`src/design/double_q_learning_update_defines.svh`:
```
// Assertion macros for the double Q-learning update block.
// Used by the top level; no other dependencies.
`ifndef DOUBLE_Q_LEARNING_UPDATE_DEFINES_SVH
`define DOUBLE_Q_LEARNING_UPDATE_DEFINES_SVH
// implication checked every clock outside reset
`define DQL_ASSERT_IMP(label, clk, rst_n, a, c, msg) \
    label: assert property (@(posedge clk) disable iff (!rst_n) (a) |-> (c)) else $error(msg);
// next-cycle implication
`define DQL_ASSERT_NXT(label, clk, rst_n, a, c, msg) \
    label: assert property (@(posedge clk) disable iff (!rst_n) (a) |=> (c)) else $error(msg);
`endif

```
`src/design/dql_pkg.sv`:
```
// Shared types and constants for the double Q-learning update block.
// No dependencies.
package dql_pkg;
    localparam int STATE_BITS = 11;
    localparam int VALUE_BITS = 24;
    localparam int FRAC_BITS  = 16;
    localparam int RATE_BITS  = 17;
    localparam int RATE_SHIFT = 16;
    localparam int DRAW_BITS  = 16;
    localparam int RANK_BITS  = 8;
    localparam int ACT_BITS   = 2;
    localparam int NUM_ACT    = 3;
    localparam int CFG_IDX_BITS = 2;

    localparam logic [CFG_IDX_BITS-1:0] CFG_LEARNING_RATE = 2'd0;
    localparam logic [CFG_IDX_BITS-1:0] CFG_DISCOUNT      = 2'd1;
    localparam logic [CFG_IDX_BITS-1:0] CFG_EXPLORE       = 2'd2;

    localparam logic [RATE_BITS-1:0] RATE_ONE      = 17'd65536;
    localparam logic [RATE_BITS-1:0] RESET_ALPHA   = 17'd6554;
    localparam logic [RATE_BITS-1:0] RESET_GAMMA   = 17'd65536;
    localparam logic [RATE_BITS-1:0] RESET_EPSILON = 17'd6554;

    localparam logic OP_SELECT = 1'b0;
    localparam logic OP_UPDATE = 1'b1;

    localparam logic [ACT_BITS-1:0] ACT_STAND  = 2'd0;
    localparam logic [ACT_BITS-1:0] ACT_HIT    = 2'd1;
    localparam logic [ACT_BITS-1:0] ACT_DOUBLE = 2'd2;
    localparam logic [ACT_BITS-1:0] ACT_NONE   = 2'd3;

    typedef enum logic [3:0] {
        ST_IDLE, ST_CLEAR, ST_READ, ST_WAIT, ST_PICK, ST_MUL1, ST_MUL2,
        ST_WRITE, ST_OUT
    } t_back_state;

    // explore pick: (rank mod count)-th set bit of the legal mask
    function automatic logic [ACT_BITS-1:0] explore_pick(input logic [2:0] legal,
                                                         input logic [RANK_BITS-1:0] rank);
        logic [1:0] cnt;
        logic [1:0] k;
        logic [3:0] rsum;
        logic [ACT_BITS-1:0] res;
        cnt = 2'(legal[0]) + 2'(legal[1]) + 2'(legal[2]);
        // rank mod 3: base-4 digits each weigh 1 mod 3, then fold
        rsum = 4'(rank[1:0]) + 4'(rank[3:2]) + 4'(rank[5:4]) + 4'(rank[7:6]);
        if (rsum >= 4'd6) rsum = rsum - 4'd6;
        if (rsum >= 4'd3) rsum = rsum - 4'd3;
        if (rsum >= 4'd3) rsum = rsum - 4'd3;
        unique case (cnt)
            2'd1:    k = 2'd0;
            2'd2:    k = {1'b0, rank[0]};
            2'd3:    k = rsum[1:0];
            default: k = 2'd0;
        endcase
        res = ACT_STAND;
        if (cnt != 2'd0) begin
            if (legal[0] && k == 2'd0) res = ACT_STAND;
            else if (legal[0] && legal[1] && k == 2'd1) res = ACT_HIT;
            else if (!legal[0] && legal[1] && k == 2'd0) res = ACT_HIT;
            else res = ACT_DOUBLE;
        end
        return res;
    endfunction
endpackage

```
`src/design/dql_front.sv`:
```
// Front part: accepts items, classifies them and decides the explore pick.
// Depends on dql_pkg.
module dql_front #(
    parameter int STATE_BITS = dql_pkg::STATE_BITS,
    parameter int VALUE_BITS = dql_pkg::VALUE_BITS
) (
    input  logic                            i_clk,
    input  logic                            i_rst_n,
    input  logic                            i_valid,
    output logic                            o_ready,
    input  logic                            i_op,
    input  logic [STATE_BITS-1:0]           i_cur_state,
    input  logic [dql_pkg::ACT_BITS-1:0]    i_action,
    input  logic signed [VALUE_BITS-1:0]    i_reward,
    input  logic                            i_episode_over,
    input  logic [STATE_BITS-1:0]           i_next_state,
    input  logic [2:0]                      i_legal_mask,
    input  logic                            i_update_first,
    input  logic [dql_pkg::DRAW_BITS-1:0]   i_explore_draw,
    input  logic [dql_pkg::RANK_BITS-1:0]   i_pick_rank,
    input  logic [dql_pkg::RATE_BITS-1:0]   i_epsilon,
    // two-entry queue toward the back part
    output logic                            o_q_valid,
    input  logic                            i_q_pop,
    output logic                            o_q_op,
    output logic                            o_q_explore,
    output logic [dql_pkg::ACT_BITS-1:0]    o_q_action,
    output logic [STATE_BITS-1:0]           o_q_cur,
    output logic [STATE_BITS-1:0]           o_q_next,
    output logic signed [VALUE_BITS-1:0]    o_q_reward,
    output logic                            o_q_over,
    output logic [2:0]                      o_q_legal,
    output logic                            o_q_upd_a
);
    localparam int W = 1 + 1 + dql_pkg::ACT_BITS + 2*STATE_BITS + VALUE_BITS + 1 + 3 + 1;
    logic [W-1:0] r_mem [2];
    logic         r_wp, r_rp;
    logic [1:0]   r_cnt;
    logic [W-1:0] w_in;
    logic         w_push, w_explore;
    logic [dql_pkg::ACT_BITS-1:0] w_act;

    assign o_ready = (r_cnt != 2'd2);
    assign w_push  = i_valid && o_ready;
    assign w_explore = ({1'b0, i_explore_draw} < i_epsilon);
    // for an explored select the pick is resolved here and carried as action
    assign w_act = (i_op == dql_pkg::OP_SELECT && w_explore)
                   ? dql_pkg::explore_pick(i_legal_mask, i_pick_rank) : i_action;
    assign w_in = {i_op, w_explore, w_act, i_cur_state, i_next_state, i_reward,
                   i_episode_over, i_legal_mask, i_update_first};

    always_ff @(posedge i_clk) begin
        if (w_push) r_mem[r_wp] <= w_in;
        if (!i_rst_n) begin
            r_wp <= 1'b0; r_rp <= 1'b0; r_cnt <= 2'd0;
        end else begin
            if (w_push) r_wp <= ~r_wp;
            if (i_q_pop) r_rp <= ~r_rp;
            r_cnt <= r_cnt + 2'(w_push) - 2'(i_q_pop);
        end
    end

    assign o_q_valid = (r_cnt != 2'd0);
    assign {o_q_op, o_q_explore, o_q_action, o_q_cur, o_q_next, o_q_reward,
            o_q_over, o_q_legal, o_q_upd_a} = r_mem[r_rp];
endmodule

```
`config.mk`:
```
export PLATFORM = sky130hd
export DESIGN_NAME = dql_front
export DESIGN_NICKNAME = d
export VERILOG_FILES = /design/src/design/double_q_learning_update_defines.svh /design/src/design/dql_pkg.sv /design/src/design/dql_front.sv
export SDC_FILE = /design/constraint.sdc
export NUM_CORES = 1
export LEC_CHECK = 0
export BUFFER_PORTS_ARGS = -buffer_cell sky130_fd_sc_hd__clkbuf_2
export CORE_MARGIN = 5
export CORE_UTILIZATION = 56
export CTS_CLUSTER_SIZE = 24
export DETAILED_ROUTE_END_ITERATION = 6
export GPL_ROUTABILITY_DRIVEN = 0
export PLACE_DENSITY = 0.85
export SLEW_MARGIN = 30
export SYNTH_ARGS = -nofsm -noshare
export SYNTH_HDL_FRONTEND = slang
export SYNTH_SLANG_ARGS = --single-unit
```
`constraint.sdc`:
```
create_clock -name i_clk -period 8.5 [get_ports i_clk]
set_clock_uncertainty 0.15 [all_clocks]
set_input_delay 0.425 -clock i_clk [delete_from_list [all_inputs] [get_ports i_clk]]
set_output_delay 0.425 -clock i_clk [all_outputs]
set_load 0.01 [all_outputs]
```
# Yosys cells after proc, flatten, opt, wreduce, memory -nomap -nowiden
# Memory sizes are Yosys's and may differ from the RTL's. A register that Yosys moved wholly into a read port is not among the register bits.
# Cells that the tools add are included.
# totals
ff_bits	4
latch_bits	0
ram_bits	110
romBits	0
in_bits	99
output_inout_bits	57
word_cells	49
mem_count	1
# op_classes
addsub	10
n_mul	0
div_mod_pow	0
order_cmp	4
n_eq_ne	4
n_shift	0
muxes	13
n_bitwise	3
reduce_logical	11
# memory_table
memory	depth	width	rd	rd_clocked_by_memory_dff	wr	line_no	rtl
r_mem	2	55	1	1	1	dql_front.sv:36	logic [W-1:0] r_mem [2];
# op_table
cell	count
less-than comparator 16 x 17 -> 1 bit	1
two-way mux 2 bit	6
greater-or-equal comparator 4 x 2 -> 1 bit (second input constant)	2
two-way mux 4 bit	2
logical AND 1 bit	7
adder 2 x 1 -> 2 bit	2
adder 3 x 2 -> 4 bit	1
adder 4 x 2 -> 4 bit	1
== test 2 bit (second input constant)	2
greater-or-equal comparator 4 x 3 -> 1 bit (second input constant)	1
two-way mux 1 bit	4
case mux 2 bit (2 select lines)	1
nonzero test 2 bit	2
subtractor 4 x 2 -> 4 bit (second input constant)	1
subtractor 4 x 3 -> 4 bit (second input constant)	1
adder 2 x 2 -> 3 bit	1
inverter 1 bit	3
adder 1 x 1 -> 2 bit	1
== test 2 x 1 -> 1 bit (second input constant)	1
zero test 2 bit	1
inequality test 2 bit (second input constant)	1
subtractor 2 x 1 -> 2 bit	1
subtractor 2 bit (second input constant)	1
zero test 1 bit	1

# Logic depth before layout (Yosys ltp)
# logic_depth
ltp_word	17
mapped_depth	20
mapped_depth_nobuf	19

# Worst setup path after synthesis
# Ideal clock, no wire load.
# synth_timing
path_type	input to register
from	input port i_pick_rank[1] (netlist name)
to	memory r_mem[0][51] (netlist name), data pin
setup_time_ns	0.269
arrival_ns	4.960
required_time_ns	8.081
setup_slack_ns	3.121
cell_stages	20
path_buffers	1
cell_sequence	fa_1 > fa_1 > ha_1 > inv_1 > fa_1 > inv_1 > ha_1 > buf_4 > nor2_1 > a311oi_2 > and2_2 > nand2b_1 > nor2b_1 > ha_1 > a21o_1 > a311oi_2 > mux2_4 > a21o_1 > a221oi_1 > o31ai_1
# synth_via
elab_chain_len	17
elab_cells_between_ends	23
cone_classes	add/sub: 6; order compare: 3; eq/ne: 1; mux: 9; reduce/logical: 4
# synth_rtl
element	line_no	rtl
from (decl)	dql_front.sv:20	input logic [dql_pkg::RANK_BITS-1:0] i_pick_rank,
adder 2 x 2 -> 3 bit (*)	dql_pkg.sv:46	rsum = 4'(rank[1:0]) + 4'(rank[3:2]) + 4'(rank[5:4]) + 4'(rank[7:6]);
adder 3 x 2 -> 4 bit (*)	dql_pkg.sv:46	
adder 4 x 2 -> 4 bit (*)	dql_pkg.sv:46	
subtractor 4 x 3 -> 4 bit / greater-or-equal comparator 4 x 3 -> 1 bit (equally long branches)	dql_pkg.sv:47	if (rsum >= 4'd6) rsum = rsum - 4'd6;
two-way mux 4 bit (*)	dql_pkg.sv:47	
subtractor 4 x 2 -> 4 bit / greater-or-equal comparator 4 x 2 -> 1 bit (equally long branches)	dql_pkg.sv:48	if (rsum >= 4'd3) rsum = rsum - 4'd3;
two-way mux 4 bit (*)	dql_pkg.sv:48	
greater-or-equal comparator 4 x 2 -> 1 bit / subtractor 2 bit (equally long branches)	dql_pkg.sv:49	if (rsum >= 4'd3) rsum = rsum - 4'd3;
[... 2 more ...]	-	
zero test 2 bit	dql_pkg.sv:58, dql_pkg.sv:60	
logical AND 1 bit	dql_pkg.sv:60	else if (!legal[0] && legal[1] && k == 2'd0) res = ACT_HIT;
two-way mux 2 bit	dql_pkg.sv:60	
two-way mux 2 bit	dql_pkg.sv:59	else if (legal[0] && legal[1] && k == 2'd1) res = ACT_HIT;
two-way mux 2 bit (*)	dql_pkg.sv:58	if (legal[0] && k == 2'd0) res = ACT_STAND;
two-way mux 2 bit (*)	dql_pkg.sv:57	if (cnt != 2'd0) begin
two-way mux 2 bit (*)	dql_front.sv:48	? dql_pkg::explore_pick(i_legal_mask, i_pick_rank) : i_action;
named net w_act, one bit	dql_front.sv:41	logic [dql_pkg::ACT_BITS-1:0] w_act;
to (decl)	dql_front.sv:36	
# The timed path passes the listed nets; every way through them passes the cells marked *.

# Worst setup path in the final report
# layout_timing
from	input port i_pick_rank[1] (netlist name)
to	memory r_mem[1][51] (netlist name), data pin
# The elaborated chain is that of the path after synthesis.

==> results.ini <==
[critical_path]
crit_fanout = 10
critPathBufInv = 3
ff2ff_path_depth = 4
cp-end-kind = flop
reg2reg_to = r_mem[0][25]
cp_slowest_cell = fa_1
cp_top_family = adder cells
rrSetupSlack_ns = 6.30
worstSetupPathType = in -> reg
slowest_delay_ns = 0.62
crit_chain = clkbuf_2, fa_1, fa_1, ha_1, inv_1, fa_1, inv_1, ha_1, nor2_1, a311oi_2, and2_2, nand2b_1, nor2b_1, ha_1, a21o_1, a311oi_2, mux2_4, a21o_1, a221oi_1, o31ai_1
required_ns = 8.57
arrival_ns = 5.52
cp-start-kind = primary input
r2r-start = r_cnt[0]

[yosys]
synth_edf_count = 110
syn_area_per_cell_um2 = 15.7
yosysWarnings = 0
synth_cell_type_count = 49
synthFlopType = edfxtp_1
async_reset_ff_share_pct = 0
synth_cells = 333
yosys_register_bits = 115
syn-num-nets = 459
netlist_area_um2 = 5230
yosysSeqAreaShare_pct = 65.1

[clocking]
clk_pin_slew_ns = 0.05
cts-resized-gates = 0
clock_latency_ns = 0.49
tritoncts = yes
cts_num_sinks = 115
numCtsBuffers = 17
hold_buffers = 49
cts_buffer_depth = 2
htreeDepth = 4
root_buffer = clkbuf_8
cts_setup_buffers = 0

[final_layout]
nets = 676
layout_commonest_cell = clkbuf_2
instances_no_fill = 674
area_growth_pct = 38.3
drive_gt1_share_pct = 45.6
antennaDiodeCount = 0
final_cell_mix = clkbuf_2, edfxtp_1, mux2_2, dlygate4sd3_1

[floorplanning]
coreArea_um2 = 9150
fp.dieH_um = 107
initial_core_util_pct = 57.1
die_x_um = 107
die_area_um2 = 11400
rows = 35
io_pins = 156

[sta]
tightest_slew_ns = 0.743
slew_viol_final = 0
relSlewSlack_pct = 50.5
rsz0062_at_grt = false
fin_tns_setup_ns = 0
achievable-frequency_mhz = 184
hold_viol_final = 0
finalSetupViolCount = 0
fin_crit_sh_pct = 64.1
fin_ws_ns = 3.05
fin_crit_ns = 5.45

[power]
pwr_density_cell_nw_per_um2 = 268
intPower_mw = 1.41
power_mw = 1.94
max-vdd-ir-drop_mv = 0.131
power_frac_clock_pct = 37.4
p_switching_mw = 0.531
p_comb_share_pct = 24.7
p_seq_share_pct = 37.8
leakage_nw = 3.04
switching_share_pct = 27.3

[hold_path]
min_path_type = in -> reg
min-delay-start = i_legal_mask[2]
worstHoldPathCells = 1
hold-path-endpoint = r_mem[0][3]

[place]
pre_cts_ws_ns = 2.58
dp_cells = 593
dp_hpwl_um = 7200
port-buffer-count = 155

[status]
outcome = finished clean

[detailed_routing]
postRouteAntennaNets = 0
viasPerCell = 5.23
drc = 0
vias = 3527
first_iter_violations = 188
drtPass1Iterations = 4
post_drt_wl_per_cell_um = 17.3
wirelength_um = 11700

[global_routing]
track_usage_pct = 21.1
grt_max_degree = 56
grt_overflow = 0
grt_pass1_wl_um = 18400
first_global_vias = 3818
grt_antenna_before_repair = 0

[job]
maxCapViolations = 0

area by class of cell:
class                      instances  area [um2]
clock buffer                      18         418
clock inverter                    14         203
fill                             509        1920
inverter                          23        86.3
multi-input combinational        186        1700
sequential                       115        3400
tap                              111         139
timing repair buffer             207        1290
logic make-up after synthesis:
family	synth area share (%)
DFF	65.1
muxes	12.5
and+or+nand+nor	5.34
AOI/OAI and AO/OA	6.24
buffers and inverters	2.66
adders and majority gates	7.18
xor gates and xnor gates	1.00
power groups by stage:
stage,sequential [mW],combinational (mW),clock [mW]
floorplan,0.740,0.325,0
CTS,0.732,0.479,0.736
global route,0.740,0.527,0.773
global placement,0.737,0.440,0
finish,0.735,0.481,0.727
detailed placement,0.742,0.458,0
through the flow:
| stage | utilization [%] | instance area [um2] | hold WS (ns) |
|---|---|---|---|
| 5_1_grt | 79.1 | 7240 | 0.00547 |
| 3_5_place_dp | 66.9 | 6120 | 0.439 |
| 2_1_floorplan | - | 5230 | 0.374 |
| 3_3_place_gp | 66.9 | 6120 | 0.418 |
| 6_report | 79.1 | 7240 | 0.0351 |
| 4_1_cts | 79.1 | 7240 | 0.00699 |
routing by layer:
metal / wire length, um / share of wire [%] / global-route usage (%) / up-vias
li1: - / - / - / 1704
met1: 4500 / 39 / 23.6 / 1666
met2: 6260 / 54 / 39.0 / 145
met3: 759 / 6.5 / 5.60 / 12
met4: 140 / 1.2 / 6.58 / 0
met5: 0 / 0 / 0 / -
synthesized netlist by cell type (2+ instances only):
master | number | area share [%]
edfxtp_1 | 110 | 63
mux2_2 | 55 | 12
ha_1 | 22 | 5.3
inv_1 | 22 | 1.6
nand2_1 | 11 | 0.79
nor2_1 | 11 | 0.79
a21oi_1 | 7 | 0.67
o21ai_0 | 7 | 0.67
a21o_1 | 6 | 0.86
clkbuf_1 | 6 | 0.43
nand3_1 | 6 | 0.57
and2_1 | 5 | 0.60
dfxtp_1 | 5 | 1.9
fa_1 | 5 | 1.9
nor2b_1 | 5 | 0.60
xnor2_1 | 4 | 0.67
a211o_1 | 3 | 0.50
a211oi_1 | 3 | 0.43
nand2b_1 | 3 | 0.36
a311oi_2 | 2 | 0.57
a31oi_1 | 2 | 0.24
and3_1 | 2 | 0.24
buf_6 | 2 | 0.43
mux2i_1 | 2 | 0.38
or2_2 | 2 | 0.24
xor2_1 | 2 | 0.33
how the worst max path moves through the flow:
| stage | cells after the start | start | slack, ns | end |
|---|---|---|---|---|
| after CTS | 20 | i_pick_rank[1] | 3.11 | r_mem[0][51] |
| after global routing | 20 | i_pick_rank[1] | 2.84 | r_mem[0][51] |
| after floorplan | 20 | i_pick_rank[1] | 3.12 | r_mem[0][51] |
| final | 20 | i_pick_rank[1] | 3.05 | r_mem[1][51] |
| after global placement | 20 | i_pick_rank[1] | 2.80 | r_mem[0][51] |
| after detailed placement | 20 | i_pick_rank[1] | 2.58 | r_mem[0][51] |
flip-flops by register name, summed over array words and instances, names as in the netlist, named ones only:
register,count
r_wp,1
r_rp,1
r_cnt,2
r_mem,110
No activity file was read; power rests on OpenSTA's default activity.
